==> src/hw/rtl/assert_macros.svh <==
// Assertion helpers
`ifndef ASSERT_MACROS_SVH
`define ASSERT_MACROS_SVH
`define CHK_IMPL(lbl, clk, rst_n, a, c, msg) \
	lbl: assert property (@(posedge clk) disable iff (!rst_n) (a) |-> (c)) else $error(msg);
`define CHK_NEXT(lbl, clk, rst_n, a, c, msg) \
	lbl: assert property (@(posedge clk) disable iff (!rst_n) (a) |=> (c)) else $error(msg);
`endif

==> src/hw/rtl/pfp_pkg.sv <==
package pfp_pkg;
	localparam logic [2:0] FN_PIN   = 3'd0;
	localparam logic [2:0] FN_UNPIN = 3'd1;
	localparam logic [2:0] FN_DIRTY = 3'd2;
	localparam logic [2:0] FN_FORCE = 3'd3;
	localparam logic [2:0] FN_FLUSH = 3'd4;
	localparam logic [1:0] ST_OK      = 2'd0;
	localparam logic [1:0] ST_MISSING = 2'd1;
	localparam logic [1:0] ST_FULL    = 2'd2;

	typedef struct packed {
		logic [2:0]  func;
		logic [23:0] page_num;
	} in_item_t;

	typedef struct packed {
		logic [1:0]  status;
		logic [3:0]  frame_index;
		logic        hit;
		logic        load_needed;
		logic        writeback_needed;
		logic [23:0] writeback_page;
		logic [31:0] read_total;
		logic [31:0] write_total;
		logic        last;
	} out_item_t;

	// per-cell command from the controller
	typedef struct packed {
		logic hit_pin;     // pin increment on selected frame
		logic unpin;
		logic set_dirty;
		logic clr_dirty;
		logic fill;        // load page into selected frame
		logic age_all;     // all unselected valid frames age by one, selected becomes 0
		logic touch;       // newer than selected frame age by one, selected becomes 0
	} cell_cmd_t;
endpackage

==> src/hw/rtl/pfp_cell.sv <==
module pfp_cell #(
	parameter int PAGE_BITS = 24,
	parameter int PIN_BITS  = 8,
	parameter int RANK_BITS = 4
) (
	input  logic                 clk,
	input  logic                 arst_n,
	input  pfp_pkg::cell_cmd_t   cmd,
	input  logic                 sel,
	input  logic [PAGE_BITS-1:0] page,
	input  logic [RANK_BITS-1:0] sel_rank,
	output logic                 match,
	output logic                 valid,
	output logic                 dirty,
	output logic                 unpinned,
	output logic [RANK_BITS-1:0] rank,
	output logic [PAGE_BITS-1:0] page_out
);
	logic [PAGE_BITS-1:0] page_q;
	logic                 valid_q, dirty_q;
	logic [PIN_BITS-1:0]  pin_q;
	logic [RANK_BITS-1:0] rank_q;

	assign match    = valid_q && (page_q == page);
	assign valid    = valid_q;
	assign dirty    = dirty_q;
	assign unpinned = (pin_q == '0);
	assign rank     = rank_q;
	assign page_out = page_q;

	always_ff @(posedge clk) begin
		if (sel && cmd.fill) page_q <= page;
	end

	always_ff @(posedge clk or negedge arst_n) begin
		if (!arst_n) begin
			valid_q <= 1'b0;
			dirty_q <= 1'b0;
			pin_q   <= '0;
			rank_q  <= '0;
		end else begin
			if (sel) begin
				if (cmd.fill) begin
					valid_q <= 1'b1;
					dirty_q <= 1'b0;
					pin_q   <= PIN_BITS'(1);
				end
				if (cmd.hit_pin && pin_q != '1) pin_q <= pin_q + 1'b1;
				if (cmd.unpin && pin_q != '0) pin_q <= pin_q - 1'b1;
				if (cmd.set_dirty) dirty_q <= 1'b1;
				if (cmd.clr_dirty) dirty_q <= 1'b0;
			end
			if (cmd.age_all) begin
				if (sel) rank_q <= '0;
				else if (valid_q) rank_q <= rank_q + 1'b1;
			end else if (cmd.touch) begin
				if (sel) rank_q <= '0;
				else if (valid_q && rank_q < sel_rank) rank_q <= rank_q + 1'b1;
			end
		end
	end
endmodule

==> src/hw/rtl/page_frame_pool_fifo_lru.sv <==
// Channel  | Signals                      | Direction
// in       | in_valid/in_stall/in_item    | to block
// out      | out_valid/out_stall/out_item | from block
// cfg      | cfg_we/cfg_wdata             | to block
// A non-flush item passes through accept, lookup, a victim scan walking
// the cell row, action, and the output transfer.
// Flush scans one frame per cycle and stops for one output transfer per
// written-back frame; an empty flush scans every frame, then sends a last result.
// Reset clears all frames, counters and policy to FIFO.
// A stalled result holds; the next item waits until it is taken.
module page_frame_pool_fifo_lru #(
	parameter int NUM_FRAMES = 16,
	parameter int PAGE_BITS  = 24,
	parameter int PIN_BITS   = 8
) (
	input  logic               clk,
	input  logic               arst_n,
	input  logic               cfg_we,
	input  logic               cfg_wdata,
	input  logic               in_valid,
	output logic               in_stall,
	input  pfp_pkg::in_item_t  in_item,
	output logic               out_valid,
	input  logic               out_stall,
	output pfp_pkg::out_item_t out_item
);
`include "assert_macros.svh"
	localparam int IB = (NUM_FRAMES > 1) ? $clog2(NUM_FRAMES) : 1;
	localparam int CB = $clog2(NUM_FRAMES + 1);
	localparam int RB = IB;

	typedef enum logic [4:0] {
		S_IDLE = 5'b00001, S_LOOK = 5'b00010, S_SCAN = 5'b00100,
		S_ACT = 5'b01000, S_OUT = 5'b10000
	} st_t;
	st_t st_q;

	logic                 policy_q;
	logic [2:0]           func_q;
	logic [PAGE_BITS-1:0] page_q;
	logic [CB-1:0]        idx_q;
	logic                 found_q, free_q, vic_q;
	logic [IB-1:0]        hit_i_q, free_i_q, vic_i_q;
	logic [IB-1:0]        tgt_i;
	logic [31:0]          rd_q, wr_q;
	logic [31:0]          rd_sat, wr_sat;
	pfp_pkg::out_item_t   res_q;
	pfp_pkg::out_item_t   res_d;
	logic                 res_ld;
	logic                 flush_more;

	pfp_pkg::cell_cmd_t   cmd;
	logic [NUM_FRAMES-1:0] c_match, c_valid, c_dirty, c_unp, c_sel, c_fl;
	logic [RB-1:0]        c_rank [NUM_FRAMES];
	logic [PAGE_BITS-1:0] c_page [NUM_FRAMES];
	logic [RB-1:0]        sel_rank;
	logic [IB-1:0]        sidx;

	genvar g;
	generate
		for (g = 0; g < NUM_FRAMES; g++) begin : g_cell
			pfp_cell #(.PAGE_BITS(PAGE_BITS), .PIN_BITS(PIN_BITS), .RANK_BITS(RB)) u_cell (
				.clk(clk), .arst_n(arst_n), .cmd(cmd), .sel(c_sel[g]),
				.page(page_q), .sel_rank(sel_rank), .match(c_match[g]),
				.valid(c_valid[g]), .dirty(c_dirty[g]), .unpinned(c_unp[g]),
				.rank(c_rank[g]), .page_out(c_page[g]));
		end
	endgenerate

	assign sidx     = idx_q[IB-1:0];
	assign sel_rank = c_rank[tgt_i];
	assign in_stall = (st_q != S_IDLE);
	assign out_valid = (st_q == S_OUT);
	assign out_item = res_q;
	assign c_fl     = c_valid & c_dirty & c_unp;
	assign rd_sat   = (rd_q != '1) ? rd_q + 1'b1 : rd_q;
	assign wr_sat   = (wr_q != '1) ? wr_q + 1'b1 : wr_q;

	logic [23:0] pg24;
	assign pg24 = 24'(c_page[tgt_i]);

	always_comb begin
		cmd = '0;
		c_sel = '0;
		tgt_i = found_q ? hit_i_q : (free_q ? free_i_q : vic_i_q);
		if (st_q == S_SCAN && func_q == pfp_pkg::FN_FLUSH) tgt_i = sidx;
		if (st_q == S_ACT) begin
			c_sel[tgt_i] = 1'b1;
			case (func_q)
				pfp_pkg::FN_PIN: begin
					if (found_q) begin
						cmd.hit_pin = 1'b1;
						cmd.touch = policy_q;
					end else if (free_q) begin
						cmd.fill = 1'b1;
						cmd.age_all = 1'b1;
					end else if (vic_q) begin
						cmd.fill = 1'b1;
						cmd.touch = 1'b1;
					end
				end
				pfp_pkg::FN_UNPIN: cmd.unpin = found_q;
				pfp_pkg::FN_DIRTY: cmd.set_dirty = found_q;
				pfp_pkg::FN_FORCE: cmd.clr_dirty = found_q;
				default: ;
			endcase
			if (!found_q && func_q != pfp_pkg::FN_PIN) c_sel = '0;
			if (func_q == pfp_pkg::FN_PIN && !found_q && !free_q && !vic_q) c_sel = '0;
		end
		if (st_q == S_SCAN && func_q == pfp_pkg::FN_FLUSH && idx_q < CB'(NUM_FRAMES)
		    && c_fl[sidx]) begin
			c_sel[sidx] = 1'b1;
			cmd.clr_dirty = 1'b1;
		end
	end

	always_comb begin
		flush_more = 1'b0;
		for (int i = 0; i < NUM_FRAMES; i++)
			if (IB'(i) > sidx && c_fl[i]) flush_more = 1'b1;
	end

	always_comb begin
		res_d = '0;
		res_d.read_total = rd_q;
		res_d.write_total = wr_q;
		res_ld = 1'b0;
		if (st_q == S_SCAN && func_q == pfp_pkg::FN_FLUSH) begin
			if (idx_q == CB'(NUM_FRAMES)) begin
				res_ld = 1'b1;
				res_d.last = 1'b1;
			end else if (c_fl[sidx]) begin
				res_ld = 1'b1;
				res_d.frame_index = 4'(sidx);
				res_d.writeback_needed = 1'b1;
				res_d.writeback_page = 24'(c_page[sidx]);
				res_d.write_total = wr_sat;
				res_d.last = !flush_more;
			end
		end else if (st_q == S_ACT) begin
			res_ld = 1'b1;
			res_d.last = 1'b1;
			case (func_q)
				pfp_pkg::FN_PIN: begin
					if (found_q) begin
						res_d.frame_index = 4'(hit_i_q);
						res_d.hit = 1'b1;
					end else if (free_q || vic_q) begin
						res_d.frame_index = 4'(tgt_i);
						res_d.load_needed = 1'b1;
						res_d.read_total = rd_sat;
						if (!free_q && c_dirty[tgt_i]) begin
							res_d.writeback_needed = 1'b1;
							res_d.writeback_page = pg24;
							res_d.write_total = wr_sat;
						end
					end else res_d.status = pfp_pkg::ST_FULL;
				end
				pfp_pkg::FN_UNPIN, pfp_pkg::FN_DIRTY, pfp_pkg::FN_FORCE: begin
					if (!found_q) res_d.status = pfp_pkg::ST_MISSING;
					else begin
						res_d.frame_index = 4'(hit_i_q);
						if (func_q == pfp_pkg::FN_FORCE) begin
							res_d.writeback_needed = 1'b1;
							res_d.writeback_page = pg24;
							res_d.write_total = wr_sat;
						end
					end
				end
				default: ;
			endcase
		end
	end

	always_ff @(posedge clk) begin
		if (st_q == S_IDLE) page_q <= PAGE_BITS'(in_item.page_num);
	end

	always_ff @(posedge clk or negedge arst_n) begin
		if (!arst_n) begin
			st_q <= S_IDLE;
			policy_q <= 1'b0;
			func_q <= '0;
			idx_q <= '0;
			found_q <= 1'b0; free_q <= 1'b0; vic_q <= 1'b0;
			hit_i_q <= '0; free_i_q <= '0; vic_i_q <= '0;
			rd_q <= '0; wr_q <= '0;
			res_q <= '0;
		end else begin
			if (cfg_we) policy_q <= cfg_wdata;
			if (res_ld) begin
				res_q <= res_d;
				rd_q <= res_d.read_total;
				wr_q <= res_d.write_total;
			end
			case (st_q)
				S_IDLE: if (in_valid) begin
					func_q <= in_item.func;
					idx_q <= '0;
					found_q <= 1'b0; free_q <= 1'b0; vic_q <= 1'b0;
					st_q <= S_LOOK;
				end
				S_LOOK: begin
					for (int i = NUM_FRAMES - 1; i >= 0; i--) begin
						if (c_match[i]) begin
							found_q <= 1'b1;
							hit_i_q <= IB'(i);
						end
						if (!c_valid[i]) begin
							free_q <= 1'b1;
							free_i_q <= IB'(i);
						end
					end
					st_q <= S_SCAN;
				end
				S_SCAN: begin
					if (idx_q == CB'(NUM_FRAMES)) begin
						idx_q <= '0;
						if (func_q == pfp_pkg::FN_FLUSH) st_q <= S_OUT;
						else st_q <= S_ACT;
					end else begin
						if (func_q == pfp_pkg::FN_FLUSH && c_fl[sidx]) st_q <= S_OUT;
						if (func_q == pfp_pkg::FN_PIN && c_unp[sidx]
						    && (!vic_q || c_rank[sidx] > c_rank[vic_i_q])) begin
							vic_q <= 1'b1;
							vic_i_q <= sidx;
						end
						idx_q <= idx_q + 1'b1;
					end
				end
				S_ACT: st_q <= S_OUT;
				S_OUT: if (!out_stall) begin
					if (res_q.last) st_q <= S_IDLE;
					else st_q <= S_SCAN;
				end
				default: st_q <= S_IDLE;
			endcase
		end
	end

	`CHK_IMPL(a_out_state, clk, arst_n, out_valid, st_q == S_OUT, "valid outside output state")
	`CHK_NEXT(a_hold, clk, arst_n, out_valid && out_stall, $stable(res_q), "result changed while stalled")
	`CHK_IMPL(a_idx, clk, arst_n, st_q == S_SCAN, idx_q <= CB'(NUM_FRAMES), "scan index overrun")
endmodule
==> config.mk <==
export PLATFORM = sky130hd
export DESIGN_NAME = page_frame_pool_fifo_lru
export DESIGN_NICKNAME = d
export VERILOG_FILES = /design/src/hw/rtl/pfp_pkg.sv /design/src/hw/rtl/pfp_cell.sv /design/src/hw/rtl/page_frame_pool_fifo_lru.sv
export VERILOG_INCLUDE_DIRS = /design/src /design/src/hw/rtl
export SDC_FILE = /design/constraint.sdc
export NUM_CORES = 2
export LEC_CHECK = 0
export BUFFER_PORTS_ARGS = -buffer_cell sky130_fd_sc_hd__buf_2
export CORE_ASPECT_RATIO = 1.2
export CORE_MARGIN = 8
export CORE_UTILIZATION = 35
export CTS_CLUSTER_DIAMETER = 150
export DETAILED_ROUTE_END_ITERATION = 7
export PLACE_DENSITY_LB_ADDON = 0.12
export SLEW_MARGIN = 20
export SYNTH_ARGS = -nofsm -noshare
export SYNTH_HDL_FRONTEND = slang
export SYNTH_SLANG_ARGS = --single-unit
==> constraint.sdc <==
create_clock -name clk -period 16.22 [get_ports clk]
set_clock_uncertainty 0.2 [all_clocks]
set_input_delay 3.244 -clock clk [delete_from_list [all_inputs] [get_ports clk]]
set_output_delay 3.244 -clock clk [all_outputs]
set_load 0.01 [all_outputs]
==> metrics list <==
- Overall power consumption after layout is estimated at between 0.006 and 0.007 W.
- For the worst flop-to-flop path, the logic depth is 16.
- Pins over their slew limit: 0
- The clock reaches the later pin of the worst-skew pair after 0.73 ns.
* Leading area contributor after synthesis: edfxtp_1
- Htree depth: 3
* Largest cells by area after synthesis: edfxtp_1, dfrtp_1, mux4_2
- In the routed layout, each cell is associated on average with a via count of ~6.2.
* Clock tree from TritonCTS: done
- Measured along the y axis, the die boundary spans approximately 420 um.
- In this run the worst setup path terminates at g_cell[2].u_cell.rank[2].
- After detailed routing, the met2 layer carries around 95 mm of wire.
* Layout cell share with drive strength beyond 1: roughly 14%
- Number of distinct library cells after synthesis: 91
- TritonCTS created 92 clock buffers.
- STA classifies the critical path endpoint as a flop.
* Post-detailed-route count of antenna-violating nets: 0
- The average instance in the mapped netlist occupies between 10 and 15 um2.
- Detailed routing placed a total of approximately 14 mm of wire on met3.
- Placeable core region: 134,000 um2
- Buffers placed on the I/O ports in this run total roughly 130.
* Hold Crit Class: reg -> reg
- Area after detailed placement: between 50,000 and 60,000 um2
- Post-synth ARST share: 46.2%
* Sequential element share of the synthesized area: between 40 and 50%
- HPWL after DPL: approximately 140 mm
- Worst endpoint required time: ~17 ns
- The worst-case IR drop observed on VDD is between 0.00008 and 0.00009 V.
- Summed over all layers, the global routing overflow is 0.
- Highest fanout seen on the critical path: 112
* Relative max-transition margin: 19.2%
- Count of synthesis-stage warnings from yosys: 0
- STA puts the critical path data arrival time at approximately 7.0 ns.
- Outcome: finished clean
* Crit start category: flop
* Initial standard-cell utilization of the core: 35.3%
- The area growth from synthesis to layout is 12.9%.
- Total wire length: between 150 and 200 mm
* Synth Cell Area: approximately 47,000 um2
- Mean routed wirelength per cell: roughly 31 um
- The share of total power dissipated in the clock network is between 30 and 40%.
- The floorplan step defined a die boundary enclosing 147,000 um2.
* Clock slew at the register clock pins of the worst setup and hold paths: 0.07 ns
- Power Density: 125 nW/um2
- The count of cells in the finished layout, fillers not included, comes to approximately 6,500.
- Setup repair after global routing missed its margin: false
- Net switching is about two fifths of the power.
- Detailed-route DRC error count: 0
- After layout, the worst path uses about two fifths of the clock period.
- In this run, synthesis inferred ~410 flip-flops with an integrated enable.
- From left edge to right edge, the die measures 351 um.
* Synthesis-stage register bit count: 759
* Timing-limited maximum frequency: 0.153 GHz
* Post-Place Cells: ~6,300
* Most common cell after layout, fill and taps aside: edfxtp_1
- Switching component of the power: 0.00254 W
- At the pin with the least slew margin, the transition time is 1.21 ns.
- By startpoint and endpoint, the worst setup path is classified as reg -> reg.
- Internal power: around 0.0041 W
- Slack of the worst reg-to-reg path: approximately 9.7 ns
- Number of rows in the core area: 147
- Design area: 53,300 um2
- When the netlist entered floorplanning its net count stood at 4,706.
- The via count of the first global-routing pass came to just under 40,000.
- Setup tns final: 0 ns
- Hold-fix buffers, CTS: 0
* Hold violation count in the final report: 0
* Proportion of power drawn by flip-flops and latches: between 30 and 40%
* Starting DRC count in detailed routing: 3,948
- In the layout the commonest cells are edfxtp_1, o21ai_0, dfrtp_1, xnor2_1, nand2_1.
- Final weighted congestion in routability-driven placement: 1.05
- First-pass GRT wire length: 285 mm
* Min Clock Period, post-route: roughly 6.5 ns
* Number of sinks handled by clock tree synthesis: between 700 and 800
- The detailed router put a total of ~73 mm of wire on met1.
- The worst register-to-register path ends at g_cell[2].u_cell.rank[2].
- The initial antenna violation count was 9.
- Total setup violations reported at the end of the flow: 0
- The first detailed-routing pass ran for 6 iterations.
- The longest clock path from root to sink contains 3 buffers.
- Top-Level Pins: approximately 130
- Summed over all cells, the static leakage comes to roughly 19 nW.
- Max_cap viols: 0
* Highest routed metal layer: met5
* Top cell type's share of synthesized area: about a quarter
- Post-cts resize count: 0
- Combinational group share of total power: 32.6%
- Detailed routing inserted a total of approximately 40,000 vias.
* Post-CTS repair timing setup buffer count: 0
- Nets: around 4,700
* FF-to-FF Start: vic_i_q[0]
- Maximum number of pins on one net before global-route repair: 113
* Synthesized instance count: roughly 4,600
- Global routing used between 20% and 30% of the available tracks.
* Root buffer selected by CTS: clkbuf_16
* Worst setup path start: vic_i_q[0]
* Flip-flop cell with the highest count after synthesis: edfxtp_1
==> cells in the mapped netlist, drive strengths merged, types with 37 or more instances <==
| cell | count |
|---|---|
| mux4 | 152 |
| buf | 83 |
| edfxtp | 408 |
| nor3 | 82 |
| a21oi | 150 |
| nand3 | 137 |
| xor2 | 160 |
| nor2 | 260 |
| o22ai | 277 |
| dfrtp | 350 |
| and3 | 82 |
| nand4 | 210 |
| inv | 81 |
| nand2 | 312 |
| xnor2 | 323 |
| o21ai | 367 |
| clkbuf | 212 |
| o31ai | 93 |
| nor4 | 70 |
| a22oi | 52 |
| nand2b | 37 |
| ha | 112 |
| a31oi | 72 |
==> layer usage <==
metal	GRT usage (%)	vias to the layer above
li1	-	17800
met4	18.9	2
met3	3.89	490
met1	31.1	20200
met2	44.0	1921
met5	0	-
==> critical path, stage by stage (launching register included) <==
cell and delay, ns:
dfrtp_1 1.00, mux2i_1 0.21, o21ai_1 0.86, o21ai_0 0.34, o21ai_4 0.14, buf_12 0.50
o22ai_1 0.20, o21ai_0 0.21, nand4_1 0.51, buf_4 0.41, ha_1 0.28, o21ai_0 0.15
nand2b_1 0.07, a2111oi_0 0.42, a221oi_1 0.19, or4b_2 0.64, nand2_1 0.08
==> registers in the layout, indices dropped and copies added, names as in the netlist <==
name,flops
found_q,1
free_i_q,4
free_q,1
func_q,3
g_cell.u_cell.dirty,16
g_cell.u_cell.page_out,384
g_cell.u_cell.pin_q,128
g_cell.u_cell.rank,64
g_cell.u_cell.valid,16
hit_i_q,4
idx_q,5
out_item,98
page_q,24
policy_q,1
st_q,5
vic_i_q,4
vic_q,1
==> cells by family (layout without fill, tap and decap cells) <==
group                    Yosys count  count (layout)  share of synthesized area [%]
AND/OR/NAND/NOR                 1377            1377                           15.2
AO/OA/AOI/OAI                   1257            1257                           16.9
flip-flops                       759             759                           44.6
XOR/XNOR                         483             483                           8.97
buffers and inverters            377             493                           3.08
multiplexers                     195             195                           8.23
adder cells (fa/ha/maj)          113             113                           2.99
other                              0               5                              0
==> through the flow <==
stage	utilization, %	worst slack (ns)	hold WS (ns)
floorplan	-	10.67	0.260
global placement	37.4	9.72	0.265
detailed placement	37.4	9.71	0.271
CTS	39.8	9.70	0.284
global route	39.8	9.08	0.309
finish	39.8	9.70	0.277
==> cell type report <==
cell class,count,area [um2]
multi-input cells,3425,24900
inverters,82,308
clock inverters,50,664
flip-flops and latches,759,21000
diodes,5,12.5
repair buffers,240,1520
clock buffers,121,2540
fillers,13100,80400
well taps,1788,2240
==> power groups by stage <==
stage	clock [W]	combinational [W]	sequential, W
detailed placement	0	0.00211	0.00231
floorplan	0	0.00118	0.00232
global placement	0	0.00210	0.00231
global route	0.00232	0.00224	0.00228
finish	0.00221	0.00216	0.00227
CTS	0.00225	0.00211	0.00227
==> worst min path at each step <==
| stage | cells after the start | endpoint | slack, ns | from |
|---|---|---|---|---|
| 6_report | 1 | out_item[89] | 0.28 | out_item[89] |
| 5_1_grt | 1 | out_item[15] | 0.31 | out_item[15] |
| 4_1_cts | 1 | out_item[89] | 0.28 | out_item[89] |
| 3_5_place_dp | 1 | out_item[89] | 0.27 | out_item[89] |
| 3_3_place_gp | 1 | out_item[89] | 0.26 | out_item[89] |
| 2_1_floorplan | 1 | free_i_q[3] | 0.26 | free_i_q[3] |
Power figures use the tool's default switching activity.
